## src/hw/rtl/assert_macros.svh

```systemverilog
// Assertion helper macros for the search table RTL.
// Included by files that carry concurrent checks; no other dependencies.
`ifndef ASSERT_MACROS_SVH
`define ASSERT_MACROS_SVH

// same-cycle implication
`define ASSERT_IMPLIES(label, clk, rst_n, pre, post) \
    label: assert property (@(posedge clk) disable iff (!rst_n) (pre) |-> (post)) \
        else $error("implication check failed");

// next-cycle implication
`define ASSERT_NEXT(label, clk, rst_n, pre, post) \
    label: assert property (@(posedge clk) disable iff (!rst_n) (pre) |=> (post)) \
        else $error("next-cycle check failed");

`endif

```

## src/hw/rtl/tlbs_pkg.sv

```systemverilog
// Shared types and constants for the search table block.
// No dependencies.
package tlbs_pkg;

    localparam int KIND_W      = 2;
    localparam int VALUE_W     = 32;
    localparam int POS_W       = 10;
    localparam int PROBE_W     = 11;
    localparam int OUT_TDATA_W = 24;
    localparam int OUT_PAD_W   = OUT_TDATA_W - POS_W - PROBE_W;

    typedef enum logic [KIND_W-1:0] {
        KIND_APPEND = 2'd0,
        KIND_LINEAR = 2'd1,
        KIND_BINARY = 2'd2,
        KIND_CLEAR  = 2'd3
    } t_kind;

    typedef struct packed {
        logic               found;
        logic [POS_W-1:0]   position;
        logic [PROBE_W-1:0] probe_count;
    } t_result;

endpackage

```

## src/hw/rtl/tlbs_engine.sv

```systemverilog
// Command decode, fill count and linear/binary search sequencer.
// Depends on tlbs_pkg; drives the ports of tlbs_mem.
module tlbs_engine #(
    parameter int TABLE_DEPTH = 1024,
    parameter int DATA_WIDTH  = 32,
    parameter int AW          = 10,
    parameter int CW          = 11
) (
    input  logic                  i_clk,
    input  logic                  i_rst_n,
    input  logic                  i_valid,
    output logic                  o_ready,
    input  tlbs_pkg::t_kind       i_kind,
    input  logic [tlbs_pkg::VALUE_W-1:0] i_value,
    output logic                  o_res_valid,
    input  logic                  i_res_ready,
    output tlbs_pkg::t_result     o_res,
    output logic                  o_wr_en,
    output logic [AW-1:0]         o_wr_addr,
    output logic [DATA_WIDTH-1:0] o_wr_data,
    output logic                  o_rd_en,
    output logic [AW-1:0]         o_rd_addr,
    input  logic [DATA_WIDTH-1:0] i_rd_data
);
    import tlbs_pkg::*;

    typedef enum logic [1:0] {
        S_IDLE,
        S_PROBE,
        S_HOLD
    } t_state;

    localparam logic [CW-1:0] DEPTH_CW = CW'(TABLE_DEPTH);
    localparam logic [CW-1:0] ONE_CW   = CW'(1);

    t_state                r_state;
    logic [CW-1:0]         r_fill;
    logic [DATA_WIDTH-1:0] r_key;
    logic                  r_bin;
    logic [CW-1:0]         r_addr;
    logic [CW-1:0]         r_lo;
    logic [CW-1:0]         r_hi;
    logic [CW-1:0]         r_probes;
    t_result               r_res;

    logic [DATA_WIDTH+VALUE_W-1:0] w_value_ext;
    logic [DATA_WIDTH-1:0]         w_key;
    logic                          w_accept;
    logic                          w_search;
    logic                          w_full;
    logic [CW-1:0]                 w_first_addr;
    logic                          w_eq;
    logic                          w_lt;
    logic [CW-1:0]                 w_probes_nx;
    logic [CW-1:0]                 w_idx_nx;
    logic [CW-1:0]                 n_lo;
    logic [CW-1:0]                 n_hi;
    logic [CW-1:0]                 w_mid_nx;
    logic [CW-1:0]                 n_addr;
    logic                          w_more;
    logic [CW+POS_W-1:0]           w_pos_ext;
    logic [CW+PROBE_W-1:0]         w_probe_ext;

    // key truncated to DATA_WIDTH bits after sign extension
    assign w_value_ext = {{DATA_WIDTH{i_value[VALUE_W-1]}}, i_value};
    assign w_key       = w_value_ext[DATA_WIDTH-1:0];

    assign o_ready  = (r_state == S_IDLE);
    assign w_accept = i_valid && o_ready;
    assign w_search = (i_kind == KIND_LINEAR) || (i_kind == KIND_BINARY);
    assign w_full   = (r_fill == DEPTH_CW);

    assign w_first_addr = (i_kind == KIND_BINARY) ? ((r_fill - ONE_CW) >> 1) : '0;

    // probe step: compare, then next index in the same cycle
    assign w_eq        = (i_rd_data == r_key);
    assign w_lt        = ($signed(i_rd_data) < $signed(r_key));
    assign w_probes_nx = r_probes + ONE_CW;
    assign w_idx_nx    = r_addr + ONE_CW;
    assign n_lo        = w_lt ? w_idx_nx : r_lo;
    assign n_hi        = w_lt ? r_hi : r_addr;
    assign w_mid_nx    = n_lo + ((n_hi - n_lo - ONE_CW) >> 1);
    assign n_addr      = r_bin ? w_mid_nx : w_idx_nx;
    assign w_more      = r_bin ? (n_lo < n_hi) : (w_idx_nx < r_fill);

    assign w_pos_ext   = {{POS_W{1'b0}}, r_addr};
    assign w_probe_ext = {{PROBE_W{1'b0}}, w_probes_nx};

    // appends write at issue; searches never overlap them
    assign o_wr_en   = w_accept && (i_kind == KIND_APPEND) && !w_full;
    assign o_wr_addr = r_fill[AW-1:0];
    assign o_wr_data = w_key;

    always_comb begin
        o_rd_en   = 1'b0;
        o_rd_addr = w_first_addr[AW-1:0];
        if (r_state == S_IDLE) begin
            o_rd_en = w_accept && w_search && (r_fill != '0);
        end else if (r_state == S_PROBE) begin
            o_rd_en   = !w_eq && w_more;
            o_rd_addr = n_addr[AW-1:0];
        end
    end

    assign o_res_valid = (r_state == S_HOLD);
    assign o_res       = r_res;

    always_ff @(posedge i_clk) begin
        if (!i_rst_n) begin
            r_state <= S_IDLE;
            r_fill  <= '0;
        end else begin
            unique case (r_state)
                S_IDLE: begin
                    if (w_accept) begin
                        unique case (i_kind)
                            KIND_APPEND: begin
                                if (!w_full) begin
                                    r_fill <= r_fill + ONE_CW;
                                end
                            end
                            KIND_CLEAR: begin
                                r_fill <= '0;
                            end
                            KIND_LINEAR, KIND_BINARY: begin
                                r_key    <= w_key;
                                r_bin    <= (i_kind == KIND_BINARY);
                                r_probes <= '0;
                                r_lo     <= '0;
                                r_hi     <= r_fill;
                                r_addr   <= w_first_addr;
                                if (r_fill == '0) begin
                                    r_res   <= '0;
                                    r_state <= S_HOLD;
                                end else begin
                                    r_state <= S_PROBE;
                                end
                            end
                            default: begin
                                r_fill <= r_fill;
                            end
                        endcase
                    end
                end
                S_PROBE: begin
                    r_probes <= w_probes_nx;
                    if (w_eq) begin
                        r_res.found       <= 1'b1;
                        r_res.position    <= w_pos_ext[POS_W-1:0];
                        r_res.probe_count <= w_probe_ext[PROBE_W-1:0];
                        r_state           <= S_HOLD;
                    end else if (w_more) begin
                        r_addr <= n_addr;
                        r_lo   <= n_lo;
                        r_hi   <= n_hi;
                    end else begin
                        r_res.found       <= 1'b0;
                        r_res.position    <= '0;
                        r_res.probe_count <= w_probe_ext[PROBE_W-1:0];
                        r_state           <= S_HOLD;
                    end
                end
                S_HOLD: begin
                    if (i_res_ready) begin
                        r_state <= S_IDLE;
                    end
                end
                default: begin
                    r_state <= S_IDLE;
                end
            endcase
        end
    end

endmodule

```

## config.mk

```make
export PLATFORM = sky130hd
export DESIGN_NAME = tlbs_engine
export DESIGN_NICKNAME = d
export VERILOG_FILES = /design/src/hw/rtl/assert_macros.svh /design/src/hw/rtl/tlbs_pkg.sv /design/src/hw/rtl/tlbs_engine.sv
export SDC_FILE = /design/constraint.sdc
export NUM_CORES = 1
export LEC_CHECK = 0
export BUFFER_PORTS_ARGS = -buffer_cell sky130_fd_sc_hd__clkbuf_2
export CAP_MARGIN = 20
export CORE_UTILIZATION = 49
export CTS_BUF_LIST = sky130_fd_sc_hd__clkbuf_4 sky130_fd_sc_hd__clkbuf_8
export DETAILED_ROUTE_END_ITERATION = 16
export GPL_ROUTABILITY_DRIVEN = 0
export PLACE_DENSITY = 0.78
export SLEW_MARGIN = 40
export SYNTH_ARGS = -nofsm -noshare
export SYNTH_HDL_FRONTEND = slang
export SYNTH_SLANG_ARGS = --single-unit
```

## constraint.sdc

```tcl
create_clock -name i_clk -period 7.2 [get_ports i_clk]
set_clock_uncertainty 0.1 [all_clocks]
set_input_delay 1.08 -clock i_clk [delete_from_list [all_inputs] [get_ports i_clk]]
set_output_delay 1.08 -clock i_clk [all_outputs]
set_load 0.02 [all_outputs]
```

==> run metrics <==
outcome=finished with violations; failing checks=setup timing; slowest stage delay, CP=0.38 ns; period utilisation layout=100%; Synth top area share=between 30 and 40%; # IOs=148; Post-Syn Nets=~930; Max IR drop VDD=about 0.000098 V; most frequent cells in the layout=138 x clkbuf_2, 99 x edfxtp_1, 80 x inv_1; nets=~1,100; worst reg2reg path depth=27; final hold vios=0; share of cells above drive strength 1=between 30% and 40%; Core Footprint=15,300 sq um; initial core utilization=between 50% and 60%; Congestion Overflow GR=0; pre-CTS WS=-0.179 ns; wirelength, routed=roughly 19,000 um; Critical Path RT=6.02 ns; Tmin final=7.22 ns; via count=~6,300; Cells on Worst Hold Path=2; reported max-cap violation count=0; post-synth top area cell=edfxtp_1; Setup violations, final=1; Critical Setup Path Class=in2out; CTS tree=done; flops & latches, synth=112; Post-DRT Antenna Nets=0; Post-Syn Area per Cell=9.85 sq um; worst hold margin=about 0.44 ns; RR Startpoint=r_key[9]; largest net degree at the start of global routing=about 60; Most used DFF post-synth=edfxtp_1; Yosys cell types=66; sequential area share after synthesis=approximately 42%; worst-margin pin slew=0.858 ns; clock-pin slew on the worst setup and hold paths=approximately 0.10 ns; asr flop ratio synth=0%; Final Slew Violations=0; Yosys warning count=0; buffer levels on the longest clock path=2; TritonRoute pass-1 iters=5; global-route usage over all layers=roughly 22%; initial antenna violation count=0; slew margin rel.=around two fifths; Root Driver=clkbuf_8; commonest non-fill, non-tap cell in the layout=clkbuf_2; IO buf count=about 150; Iter 0 DRT Violations=411; CP max FO=4; Hold Path Class=reg2reg; CP arrival=around 6 ns; first-pass GRT wire length=roughly 28,000 um; number of global-route vias before repair=~5,800; min-delay src=r_fill[10]; startpoint type of the worst setup path=primary input; Buf/Inv on CP=7; pwr/cell area=209 nW/um^2; DIE WIDTH=approximately 130 um; Critical Path Sink Type=output port; largest cells by area after synthesis=edfxtp_1 39%, ha_1 12%, buf_4 4.1%, xnor2_1 4.1%, inv_1 4.0%; Post-Syn Instances=roughly 780; Die Height=127 um; antenna cells=0; Post-Syn Area=7690 sq um; r2r endpoint=r_addr[10]; Leak Pwr=~4 nW; DRC Markers=0; Final WS setup=-0.0232 ns; fmax=138 MHz; Worst-Skew Late Latency=about 0.4 ns; delay-heaviest family, CP=compound AO/OA/AOI/OAI gates; RSZ-0062 raised after global routing=yes; die area=~16,000 sq um; Crit-path slowest cell=a221o_1; via density per instance=5.43; FF-to-FF setup slack=around 1.6 ns; worst hold endpoint=r_fill[10]; EDFF count, synth=between 90 and 100; routed length per instance=about 16 um; H-tree Lvls=3; utilization after layout=62.5%; Num CTS Buffers=9; Area growth syn-to-layout=23.9%; # rows=between 40 and 50; clk sink count=~110; Detailed Place HPWL=between 10,000 and 15,000 um
[per-stage QoR]
stage | power [mW] | setup TNS (ns) | cells | cell area, sq um
6_report | 1.99 | -0.0232 | 1157 | 9530
5_1_grt | 2.09 | -0.791 | 1157 | 9530
4_1_cts | 1.85 | -0.00383 | 1144 | 9010
3_5_place_dp | 1.44 | -0.549 | 1127 | 8720
3_3_place_gp | 1.42 | -0.214 | 1127 | 8720
2_1_floorplan | 1.22 | 0 | 781 | 7710
[worst reg2reg max path, delay by kind of cell (launching register included)]
family	cells	cell delay, ns
adders and majority gates	3	0.82
DFF	1	0.41
xor gates and xnor gates	1	0.09
AOI/OAI and AO/OA	11	2.53
buffers and inverters	6	0.75
and+or+nand+nor	5	0.45
muxes	1	0.23
[sequential cells by signal, summed over array words and instances, names as in the netlist]
register,cells
o_res,22
r_addr,11
r_bin,1
r_fill,11
r_hi,11
r_key,32
r_lo,11
r_probes,11
r_state,2
[logic make-up after synthesis]
kind of cell               synth area share (%)
DFF                                        42.0
xor gates and xnor gates                   5.35
buffers and inverters                      9.32
muxes                                      3.20
and+or+nand+nor                            14.7
adders and majority gates                  12.6
AOI/OAI and AO/OA                          12.8
[worst max path at each step]
stage                        from            to  slack (ns)  cells after the start
finish               i_rd_data[8]  o_rd_addr[8]       -0.02                     26
global route        i_rd_data[21]  o_rd_addr[8]       -0.18                     25
CTS                 i_rd_data[30]  o_rd_addr[8]      -0.004                     26
detailed placement   i_rd_data[7]  o_rd_addr[8]       -0.18                     24
global placement     i_rd_data[7]  o_rd_addr[9]       -0.10                     25
floorplan            i_rd_data[7]  o_rd_addr[9]        0.05                     23
[area by class of cell]
class                           count  area [sq um]
Fill cell                        1216          5730
Multi-Input combinational cell    522          4210
Sequential cell                   112          3230
Timing Repair Buffer              213          1310
Inverter                           83           312
Tap cell                          211           264
Clock buffer                        9           124
Clock inverter                      7          76.3
[layer usage]
| layer | vias up | share of wire (%) | global-route usage [%] |
|---|---|---|---|
| li1 | 3077 | - | - |
| met1 | 2948 | 43 | 29.3 |
| met2 | 214 | 49 | 36.8 |
| met3 | 40 | 5.7 | 4.02 |
| met4 | 0 | 2.4 | 8.54 |
| met5 | - | 0 | 0 |
[power by group]
group	switching [mW]	internal, mW	total [mW]
Sequential	0.0193	0.736	0.756
Clock	0.226	0.165	0.390
Combinational	0.449	0.396	0.845
Total	0.694	1.30	1.99
[synth_stat cells (all sizes together), types with 3 or more instances]
cell type and n:
and4 3, o21a 6, inv 82, o31ai 3, edfxtp 99, nand4 10
o31a 3, o21ai 34, a21oi 43, dfxtp 13, nand2 42, o22ai 8
a21o 5, and2 13, ha 75, clkbuf 19, or3 12, a221o 3
xnor2 36, a31oi 6, buf 45, mux2i 22, a21boi 3, nand2b 7
nand3 34, nor4 3, a2111oi 3, a211o 3, and3 8, o21bai 3
o211ai 9, nor2b 6, xor2 11, nor3 12, nand3b 5, nor2 62
[repair_timing]
action	in CTS	in global routing
buffers inserted	1	14
gates resized for setup	17	78
hold buffers	0	0
pin swaps	5	50
setup endpoints to repair	5	6
Note: power is estimated with default switching activity, not from simulation.
