<file path="src/hw/rtl/assert_macros.svh">
// Assertion helper macros for the search table RTL.
// Included by files that carry concurrent checks; no other dependencies.
`ifndef ASSERT_MACROS_SVH
`define ASSERT_MACROS_SVH

// same-cycle implication
`define ASSERT_IMPLIES(label, clk, rst_n, pre, post) \
    label: assert property (@(posedge clk) disable iff (!rst_n) (pre) |-> (post)) \
        else $error("implication check failed");

// next-cycle implication
`define ASSERT_NEXT(label, clk, rst_n, pre, post) \
    label: assert property (@(posedge clk) disable iff (!rst_n) (pre) |=> (post)) \
        else $error("next-cycle check failed");

`endif

</file>
<file path="src/hw/rtl/tlbs_pkg.sv">
// Shared types and constants for the search table block.
// No dependencies.
package tlbs_pkg;

    localparam int KIND_W      = 2;
    localparam int VALUE_W     = 32;
    localparam int POS_W       = 10;
    localparam int PROBE_W     = 11;
    localparam int OUT_TDATA_W = 24;
    localparam int OUT_PAD_W   = OUT_TDATA_W - POS_W - PROBE_W;

    typedef enum logic [KIND_W-1:0] {
        KIND_APPEND = 2'd0,
        KIND_LINEAR = 2'd1,
        KIND_BINARY = 2'd2,
        KIND_CLEAR  = 2'd3
    } t_kind;

    typedef struct packed {
        logic               found;
        logic [POS_W-1:0]   position;
        logic [PROBE_W-1:0] probe_count;
    } t_result;

endpackage

</file>
<file path="src/hw/rtl/tlbs_out_stage.sv">
// Output register for search results; packs the master-side beat.
// Depends on tlbs_pkg.
module tlbs_out_stage (
    input  logic                               i_clk,
    input  logic                               i_rst_n,
    input  logic                               i_valid,
    output logic                               o_ready,
    input  tlbs_pkg::t_result                  i_res,
    output logic                               m_axis_tvalid,
    input  logic                               m_axis_tready,
    output logic [tlbs_pkg::OUT_TDATA_W-1:0]   m_axis_tdata,  // position, probe_count, pad
    output logic [0:0]                         m_axis_tuser   // found
);
    import tlbs_pkg::*;

    logic    r_valid;
    t_result r_res;

    assign o_ready = !r_valid || m_axis_tready;

    always_ff @(posedge i_clk) begin
        if (!i_rst_n) begin
            r_valid <= 1'b0;
        end else if (o_ready) begin
            r_valid <= i_valid;
        end
    end

    always_ff @(posedge i_clk) begin
        if (o_ready && i_valid) begin
            r_res <= i_res;
        end
    end

    assign m_axis_tvalid = r_valid;
    assign m_axis_tdata  = {{OUT_PAD_W{1'b0}}, r_res.probe_count, r_res.position};
    assign m_axis_tuser  = r_res.found;

endmodule

</file>
<file path="config.mk">
export PLATFORM = sky130hd
export DESIGN_NAME = tlbs_out_stage
export DESIGN_NICKNAME = d
export VERILOG_FILES = /design/src/hw/rtl/assert_macros.svh /design/src/hw/rtl/tlbs_pkg.sv /design/src/hw/rtl/tlbs_out_stage.sv
export SDC_FILE = /design/constraint.sdc
export NUM_CORES = 1
export LEC_CHECK = 0
export BUFFER_PORTS_ARGS = -buffer_cell sky130_fd_sc_hd__buf_2
export CAP_MARGIN = 10
export CORE_MARGIN = 1
export CORE_UTILIZATION = 37
export CTS_BUF_LIST = sky130_fd_sc_hd__clkbuf_2
export DETAILED_ROUTE_END_ITERATION = 10
export PLACE_DENSITY = 0.88
export SYNTH_ARGS = -nofsm -noshare
export SYNTH_HDL_FRONTEND = slang
export SYNTH_SLANG_ARGS = --single-unit
export TNS_END_PERCENT = 1
</file>
<file path="constraint.sdc">
create_clock -name i_clk -period 1 [get_ports i_clk]
set_input_delay 0.05 -clock i_clk [delete_from_list [all_inputs] [get_ports i_clk]]
set_output_delay 0.05 -clock i_clk [all_outputs]
set_load 0.05 [all_outputs]
</file>
==> qor.yml, run 1 <==
setup_path:
  critical_path.cell_chain: "nand2b_4 > buf_6 > buf_8"
  end_kind: "primary output"
  critical_path.n_buffers_inverters: 2
  type_of_element_launching_the_critical_path: "flip-flop"
  r2r.worst_path.cells: 2
  cp_slowest_cell: "sky130_fd_sc_hd__dfxtp_4"
  critical_path_depth_in_cells: 3
  crit_path_end: "o_ready"
  timing_worst_setup_path_type: "reg2out"
  crit_path_max_fanout: 2
  regToRegStartpoint: "m_axis_tvalid"
  worstPathArrival_ps: 1030
  r2r_end: "m_axis_tdata[2]"
  crit_path_start: "m_axis_tvalid"
  cell_family_with_the_largest_share_of_critical_path_delay: "flip-flops"
  timing.critical_path.slowest_cell_delay_ps: 410
  cp_data_required_time_ps: 950
  r2r_slack_ps: -80
clock_network:
  cts_made_buffers: 3
  cts_tree: "built"
  cts_htree_levels: 1
  clock_transition_at_the_register_clock_pins_on_the_worst_setup_and_hold_paths_after_cts_ps: 200
  clockBufferDepth: 2
  root_buffer: "sky130_fd_sc_hd__clkbuf_2"
  worst_skew_pair.late_latency_ps: 310
  clock_sink_count: 23
placement:
  dpl_cell_area_sq_mm: 0.001017
  portBuffers: 49
  place_congestion: 0.6202
  dpl.hpwl_microns: 813.5
  preCtsSetupSlack_ps: -40.02
  post-place-cells: 105
floorplan:
  die_y_microns: 46.86
  ios: 53
  floorplan.die_area_sq_mm: 0.002195
  total_number_of_placement_rows: 15
  core_region_area_sq_mm: 0.001802
  die_boundary_width_microns: 46.86
  initial_utilization_pct: 41.32
grt:
  grt_pass1_wl_microns: 2428
  grt.total_usage_pct: 17.13
  number_of_antenna_violations_at_the_first_check_in_global_routing: 0
  grt.busiest_layer: "met2"
  grt_util_met2_pct: 29.72
  grt_pass1_vias: 534
  groute.layer.met1.usage_pct: 19.44
  grt_max_degree: 23
  globalRoute.totalOverflow: 0
  grt_util_met3_pct: 4.615
route:
  via_per_instance_ratio: 4.090
  antenna_violating_nets_post_route: 0
  dr.pass1.iters: 3
  post_detailed_routing_wire_length_microns: 1735
  detail_route.wl_per_cell_microns: 12.95
  vias: 548
  initialDrtViolationCount: 4
  detail_route.drc_violations: 0
finish:
  nNetsFinal: 136
  sequential_cell_area_sq_um: 684.4
  insertedDiodeCount: 0
  n_fill_cell: 112
  final_design_area_no_fill_sq_mm: 0.001386
  layout-area-overhead-vs-synth_pct: 86.22
  final_cell_count_no_fill: 134
  post_route_cells_drive_above_1_share_pct: 54.13
  multiInputGateArea_sq_um: 45.04
yosys:
  synthesis.yosys.warnings: 0
  synthDominantCellAreaShare_pct: 88.74
  async_reset_ff_share_pct: 0
  yosysSeqAreaShare_pct: 91.43
  gate_count_post_synth: 31
  synth.top_cells.by_area: "sky130_fd_sc_hd__edfxtp_1 (89%), sky130_fd_sc_hd__buf_4 (3.0%), sky130_fd_sc_hd__dfxtp_1 (2.7%), sky130_fd_sc_hd__nand2b_4 (1.8%), sky130_fd_sc_hd__a21boi_2 (1.5%)"
  synth.cell_area_sq_um: 744.5
  yosys_register_bits: 23
  yosysMostFrequentCell: "sky130_fd_sc_hd__edfxtp_1"
  top_post_synthesis_cells_by_count: "sky130_fd_sc_hd__edfxtp_1 (22), sky130_fd_sc_hd__buf_4 (3)"
  synth.largest_area_cell: "sky130_fd_sc_hd__edfxtp_1"
  synth_enable_flop_cells: 22
  synth_area_per_cell_sq_um: 24.01
  postSynth.topFlopCell: "sky130_fd_sc_hd__edfxtp_1"
  synth_cell_type_count: 8
sta:
  setup_tns_ps: -1668
  final-hold-violation-count: 0
  fin_crit_sh_pct: 107.8
  final_critical_path_setup_slack_ps: -78.46
  rsz0062_at_grt: "true"
  setup_violation_total_in_the_final_timing_report: 24
  max_freq_mhz: 927.3
  skew_ps: 4.129
  timing.final.max_slew_violations: 0
  finalWorstPathRequiredPeriod_ps: 1078
flow_run:
  number_of_max_capacitance_violations_reported: 0
pwr:
  power.static_leakage_nw: 0.6058
  pwr_density_mw_per_mm2: 1427
  max-vdd-ir-drop_v: 0.0009391
hold_path:
  timing.hold.worst.class: "in2reg"
run_status:
  status: "complete, but fails checks"
  violations: "negative setup slack"
cells by family after synthesis:
| kind of cell | Yosys count | share of synthesized area, % |
|---|---|---|
| and+or+nand+nor | 2 | 3.025 |
| DFF | 23 | 91.43 |
| buffers and inverters | 4 | 3.529 |
| AOI/OAI and AO/OA | 1 | 1.512 |
| other | 1 | 0.5037 |
per-stage QoR:
step	hold slack, ps	power [mW]	util [%]
after floorplan	148.9	1.420	-
after global placement	226.5	1.509	56.46
after detailed placement	228.1	1.513	56.46
after CTS	154.5	1.946	73.82
after global routing	176.5	2.048	76.94
final	195.6	1.978	76.94
placed cells by master, fill, tap and decap left out, types with 3 or more instances in the layout:
cell type                       count
sky130_fd_sc_hd__buf_2             34
sky130_fd_sc_hd__clkbuf_2           3
sky130_fd_sc_hd__dlygate4sd3_1     24
sky130_fd_sc_hd__conb_1             3
sky130_fd_sc_hd__buf_6             15
sky130_fd_sc_hd__edfxtp_1          22
sequential cells by signal, summed over array words and instances (netlist names):
signal and flops:
m_axis_tdata 21, m_axis_tvalid 1, m_axis_tuser 1
how the worst min path moves through the flow:
stage                       to  slack, ps           from  cells past startpoint
2_1_floorplan  m_axis_tdata[0]        150      i_res[11]                      0
3_3_place_gp      m_axis_tuser        230      i_res[21]                      1
3_5_place_dp      m_axis_tuser        230      i_res[21]                      1
4_1_cts          m_axis_tvalid        150  m_axis_tready                      5
5_1_grt          m_axis_tvalid        180  m_axis_tready                      5
6_report         m_axis_tvalid        200  m_axis_tready                      5
area by class of cell:
class	count	area share (%)
clock inverter	1	0.3610
timing repair buffer	75	43.41
clock buffer	3	1.083
inverter	1	0.2708
sequential	23	49.37
multi-input combinational	6	3.249
tap	25	2.256
metal layers:
layer  vias up  wire (microns)  part of all wire [%]
met5         -               0                     0
met4         0              12                  0.69
met3         2             151                   8.7
met2        34             926                    53
met1       248             645                    37
li1        264               -                     -
repair_timing:
| item | in CTS | in global routing |
|---|---|---|
| setup endpoints to repair | 32 | 46 |
| endpoints found under the hold margin | 23 | 0 |
| hold buffers | 24 | 0 |
| gates resized for setup | 15 | 23 |
| setup buffers | 1 | 0 |
worst reg2reg max path: cells and delay by family (launching register included):
kind / cells / cell delay, ps
DFF: 1 / 400
and+or+nand+nor: 2 / 390
power breakdown:
part	switching, mW	internal [mW]
sequential	0.0224	1.12
combinational	0.297	0.188
clock	0.259	0.0908
total	0.578	1.40
Power figures use the tool's default switching activity.
==> run 2: changes to the inputs <==
CAP_MARGIN = 20   (was 10)
CELL_PAD_IN_SITES_DETAIL_PLACEMENT = 1   (was default)
CELL_PAD_IN_SITES_GLOBAL_PLACEMENT = 2   (was default)
CORE_UTILIZATION = 23   (was 37)
PLACE_DENSITY = 0.86   (was 0.88)
==> run 2 against run 1 <==
The run still ends with negative setup slack left; sequential share of layout area shrank 3.6 points; worst setup slack better by 6.6 ps; via count up 0.73%; utilization down 28 points; largest power group unchanged; highest routed layer is now met3.
==> qor.yml, run 2 (synthesis results as in run 1) <==
setup_path:
  critical_path_depth_in_cells: 3
  cp_slowest_cell: "sky130_fd_sc_hd__dfxtp_4"
  timing_worst_setup_path_type: "reg2out"
  cell_family_with_the_largest_share_of_critical_path_delay: "flip-flops"
  crit_path_max_fanout: 2
  critical_path.cell_chain: "nand2b_4 > buf_6 > buf_8"
  worstPathArrival_ps: 1020
  critical_path.n_buffers_inverters: 2
  r2r.worst_path.cells: 3
  r2r_end: "m_axis_tdata[5]"
  type_of_element_launching_the_critical_path: "flip-flop"
  timing.critical_path.slowest_cell_delay_ps: 400
  cp_data_required_time_ps: 950
  regToRegStartpoint: "m_axis_tvalid"
  end_kind: "primary output"
  r2r_slack_ps: -20
floorplan:
  die_boundary_width_microns: 58.89
  initial_utilization_pct: 24.39
  ios: 53
  core_region_area_sq_mm: 0.003053
  die_y_microns: 58.89
  floorplan.die_area_sq_mm: 0.003468
  total_number_of_placement_rows: 20
grt:
  grt_util_met3_pct: 1.978
  globalRoute.totalOverflow: 0
  grt_pass1_wl_microns: 2470
  number_of_antenna_violations_at_the_first_check_in_global_routing: 0
  grt_util_met2_pct: 20.62
  grt.busiest_layer: "met2"
  groute.layer.met1.usage_pct: 8.873
  grt.total_usage_pct: 9.729
  grt_max_degree: 13
  grt_pass1_vias: 607
sta:
  finalWorstPathRequiredPeriod_ps: 1072
  max_freq_mhz: 933.0
  fin_crit_sh_pct: 107.2
  rsz0062_at_grt: "true"
  skew_ps: 6.176
  setup_violation_total_in_the_final_timing_report: 24
  timing.final.max_slew_violations: 0
  worst_hold_slack_ps: 176.6
  final-hold-violation-count: 0
  setup_tns_ps: -373.7
  final_critical_path_setup_slack_ps: -71.83
finish:
  layout-area-overhead-vs-synth_pct: 100.7
  final_cell_count_no_fill: 155
  multiInputGateArea_sq_um: 45.04
  mostFrequentLayoutCells: "sky130_fd_sc_hd__buf_2 (27), sky130_fd_sc_hd__dlygate4sd3_1 (24), sky130_fd_sc_hd__edfxtp_1 (22), sky130_fd_sc_hd__buf_6 (22), sky130_fd_sc_hd__clkbuf_2 (4)"
  post-route-util_pct: 48.93
  largest_register_ffs: 21
  layout.cells.most_common: "sky130_fd_sc_hd__buf_2"
  post_route_cells_drive_above_1_share_pct: 54.95
  insertedDiodeCount: 0
  final_design_area_no_fill_sq_mm: 0.001494
  sequential_cell_area_sq_um: 684.4
  nNetsFinal: 138
  n_fill_cell: 324
route:
  dr.pass1.iters: 2
  detail_route.wl_per_cell_microns: 10.87
  vias: 552
  post_detailed_routing_wire_length_microns: 1685
  antenna_violating_nets_post_route: 0
  detail_route.drc_violations: 0
  via_per_instance_ratio: 3.561
  initialDrtViolationCount: 6
clock_network:
  cts_tree: "built"
  clock_transition_at_the_register_clock_pins_on_the_worst_setup_and_hold_paths_after_cts_ps: 200
  worst_skew_pair.late_latency_ps: 310
  cts_htree_levels: 1
  clockBufferDepth: 2
  clock_sink_count: 23
  cts_made_buffers: 3
  root_buffer: "sky130_fd_sc_hd__clkbuf_2"
placement:
  dpl_cell_area_sq_mm: 0.001081
  portBuffers: 49
  place_congestion: 0.6288
  preCtsSetupSlack_ps: 9.224
  post-place-cells: 126
hold_path:
  timing.hold.worst_path_depth: 5
  timing.hold.worst.class: "in2reg"
  holdCritStartpoint: "m_axis_tready"
  worstHoldEndpoint: "m_axis_tvalid"
pwr:
  pwr_density_mw_per_mm2: 1361
  max-vdd-ir-drop_v: 0.0004863
  power.static_leakage_nw: 0.6393
  fin_total_pwr_mw: 2.034
run_status:
  status: "complete, but fails checks"
  violations: "negative setup slack"
flow_run:
  number_of_max_capacitance_violations_reported: 0
## run 2: changes by cell type in the layout (fill, tap and decap cells not counted)
cell                       delta
sky130_fd_sc_hd__buf_2        -7
sky130_fd_sc_hd__buf_6        +7
sky130_fd_sc_hd__buf_12       +2
sky130_fd_sc_hd__clkbuf_2     +1
sky130_fd_sc_hd__clkinv_2     -1
## run 2: how the worst max path moves through the flow
stage / start / endpoint / slack, ps
6_report: m_axis_tvalid / o_ready / -70
5_1_grt: m_axis_tvalid / o_ready / -130
4_1_cts: m_axis_tvalid / o_ready / -100
3_5_place_dp: m_axis_tvalid / m_axis_tdata[10] / 9
3_3_place_gp: m_axis_tvalid / m_axis_tdata[10] / 30
2_1_floorplan: m_axis_tvalid / m_axis_tdata[0] / -210
## run 2: area by class of cell
class / instances / share of cell area (%)
clock buffers: 4 / 1.340
inverters: 1 / 0.2513
repair buffers: 77 / 45.90
well taps: 44 / 3.685
flip-flops and latches: 23 / 45.81
multi-input cells: 6 / 3.015
## run 2: power breakdown
group / total, mW / internal, mW / leakage [nW] / switching (mW)
combinational: 0.523 / 0.227 / 0.401 / 0.297
clock: 0.365 / 0.106 / 0.0166 / 0.259
sequential: 1.15 / 1.12 / 0.222 / 0.0250
total: 2.03 / 1.45 / 0.639 / 0.580
## run 2: worst register-to-register path: stages (launching register included)
cell                       delay, ps
sky130_fd_sc_hd__dfxtp_4         390
sky130_fd_sc_hd__nand2b_4         70
sky130_fd_sc_hd__and2_4          170
sky130_fd_sc_hd__buf_12          140
## run 2: routing by layer
layer  up-vias  share of wire, %
li1        267                 -
met1       255                37
met2        30                57
met3         0               6.4
met4         0                 0
met5         -                 0
## run 2: repair_timing
action / CTS / global route
hold endpoints to repair: 23 / 0
resized for setup: 33 / 13
setup buffers: 1 / 0
setup endpoints to repair: 35 / 46
hold buffers: 24 / 0
pin swaps: 0 / 0
==> run 3: changes to the inputs <==
==> constraint.sdc (replaced) <==
create_clock -name i_clk -period 1 [get_ports i_clk]
set_input_delay 0.2 -clock i_clk [delete_from_list [all_inputs] [get_ports i_clk]]
set_output_delay 0.2 -clock i_clk [all_outputs]
set_load 0.05 [all_outputs]
==> run 3 against run 2 <==
The flow still finishes with violations (negative setup slack); count of clock-buffer cells in the layout down 1; worst setup slack worse by 62 ps; highest routed layer unchanged; first-iteration DRC count down 83%.
==> qor.yml, run 3 (synthesis results as in run 1) <==
run_status:
  violations: "negative setup slack"
  status: "complete, but fails checks"
setup_path:
  r2r.worst_path.cells: 3
  worstPathArrival_ps: 930
  r2r_end: "m_axis_tdata[0]"
  regToRegStartpoint: "m_axis_tvalid"
  critical_path.cell_chain: "buf_6"
  type_of_element_launching_the_critical_path: "flip-flop"
  timing_worst_setup_path_type: "reg2out"
  critical_path.n_buffers_inverters: 1
  crit_path_max_fanout: 1
  cell_family_with_the_largest_share_of_critical_path_delay: "flip-flops"
  r2r_slack_ps: -20
  timing.critical_path.slowest_cell_delay_ps: 440
  cp_slowest_cell: "sky130_fd_sc_hd__edfxtp_1"
  cp_data_required_time_ps: 800
  end_kind: "primary output"
pwr:
  power.static_leakage_nw: 0.5879
  pwr_density_mw_per_mm2: 1439
  max-vdd-ir-drop_v: 0.0008287
sta:
  rsz0062_at_grt: "true"
  skew_ps: 15.11
  final-hold-violation-count: 0
  worst_hold_slack_ps: 48.14
  final_critical_path_setup_slack_ps: -133.7
  finalWorstPathRequiredPeriod_ps: 1134
  max_freq_mhz: 882.1
  fin_crit_sh_pct: 113.4
  timing.final.max_slew_violations: 0
  setup_tns_ps: -2895
  setup_violation_total_in_the_final_timing_report: 40
grt:
  grt_util_met2_pct: 16.40
  number_of_antenna_violations_at_the_first_check_in_global_routing: 0
  globalRoute.totalOverflow: 0
  groute.layer.met1.usage_pct: 7.355
  grt.total_usage_pct: 8.618
  grt_pass1_vias: 480
  grt_pass1_wl_microns: 2090
  grt_max_degree: 14
  grt.busiest_layer: "met2"
  grt_util_met3_pct: 6.154
placement:
  preCtsSetupSlack_ps: -3.972
  dpl_cell_area_sq_mm: 0.001074
  portBuffers: 49
  post-place-cells: 125
  place_congestion: 0.6254
floorplan:
  ios: 53
  die_boundary_width_microns: 58.89
  total_number_of_placement_rows: 20
  floorplan.die_area_sq_mm: 0.003468
  core_region_area_sq_mm: 0.003053
  die_y_microns: 58.89
  initial_utilization_pct: 24.39
clock_network:
  clock_sink_count: 23
  worst_skew_pair.late_latency_ps: 320
  cts_tree: "built"
  cts_htree_levels: 1
  cts_made_buffers: 3
  clock_transition_at_the_register_clock_pins_on_the_worst_setup_and_hold_paths_after_cts_ps: 210
  root_buffer: "sky130_fd_sc_hd__clkbuf_2"
  clockBufferDepth: 2
finish:
  final_cell_count_no_fill: 143
  multiInputGateArea_sq_um: 45.04
  nNetsFinal: 126
  layout.cells.most_common: "sky130_fd_sc_hd__buf_2"
  n_fill_cell: 331
  largest_register_ffs: 21
  layout-area-overhead-vs-synth_pct: 85.38
  sequential_cell_area_sq_um: 684.4
  insertedDiodeCount: 0
  mostFrequentLayoutCells: "sky130_fd_sc_hd__buf_2 (25), sky130_fd_sc_hd__buf_6 (23), sky130_fd_sc_hd__edfxtp_1 (22), sky130_fd_sc_hd__dlygate4sd3_1 (14)"
  post_route_cells_drive_above_1_share_pct: 59.60
  final_design_area_no_fill_sq_mm: 0.001380
route:
  vias: 509
  antenna_violating_nets_post_route: 0
  via_per_instance_ratio: 3.559
  detail_route.drc_violations: 0
  post_detailed_routing_wire_length_microns: 1603
  initialDrtViolationCount: 1
  detail_route.wl_per_cell_microns: 11.21
  dr.pass1.iters: 2
hold_path:
  timing.hold.worst.class: "in2reg"
  holdCritStartpoint: "i_res[1]"
  worstHoldEndpoint: "m_axis_tdata[11]"
  timing.hold.worst_path_depth: 1
flow_run:
  number_of_max_capacitance_violations_reported: 0
-- run 3: metrics by stage --
step	power (mW)	util [%]
floorplan	1.420	-
global placement	1.535	35.16
detailed placement	1.542	35.16
CTS	1.973	40.61
global route	2.069	45.20
finish	1.986	45.20
-- run 3: repair_timing --
action / 4_1_cts / 5_1_grt
setup buffers: 0 / 0
resized for setup: 47 / 0
endpoints found under the hold margin: 0 / 14
endpoints found under the setup margin: 33 / 46
hold buffers: 0 / 14
-- run 3: routing by layer --
metal	wire (microns)	part of all wire, %
met1	544	34
met2	885	55
met3	173	11
met4	0	0
met5	0	0
-- run 3: worst max-delay path by stage --
stage,start,to,cells past startpoint
after floorplan,m_axis_tvalid,m_axis_tdata[0],2
after global placement,m_axis_tvalid,m_axis_tdata[10],3
after detailed placement,m_axis_tvalid,m_axis_tdata[3],3
after CTS,m_axis_tdata[3],m_axis_tdata[3],1
after global routing,m_axis_tdata[4],m_axis_tdata[4],1
final,m_axis_tdata[9],m_axis_tdata[9],1
-- run 3: area by class of cell --
type	instances	area share, %
timing repair buffer	65	41.43
tap	44	3.989
clock buffer	3	1.088
inverter	1	0.2720
sequential	23	49.59
multi-input combinational	6	3.264
clock inverter	1	0.3626
-- run 3: report_power, final --
group | total, mW | internal, mW | switching [mW]
logic | 0.489 | 0.199 | 0.290
registers | 1.15 | 1.12 | 0.0258
clock network | 0.350 | 0.0906 | 0.260
total | 1.99 | 1.41 | 0.576
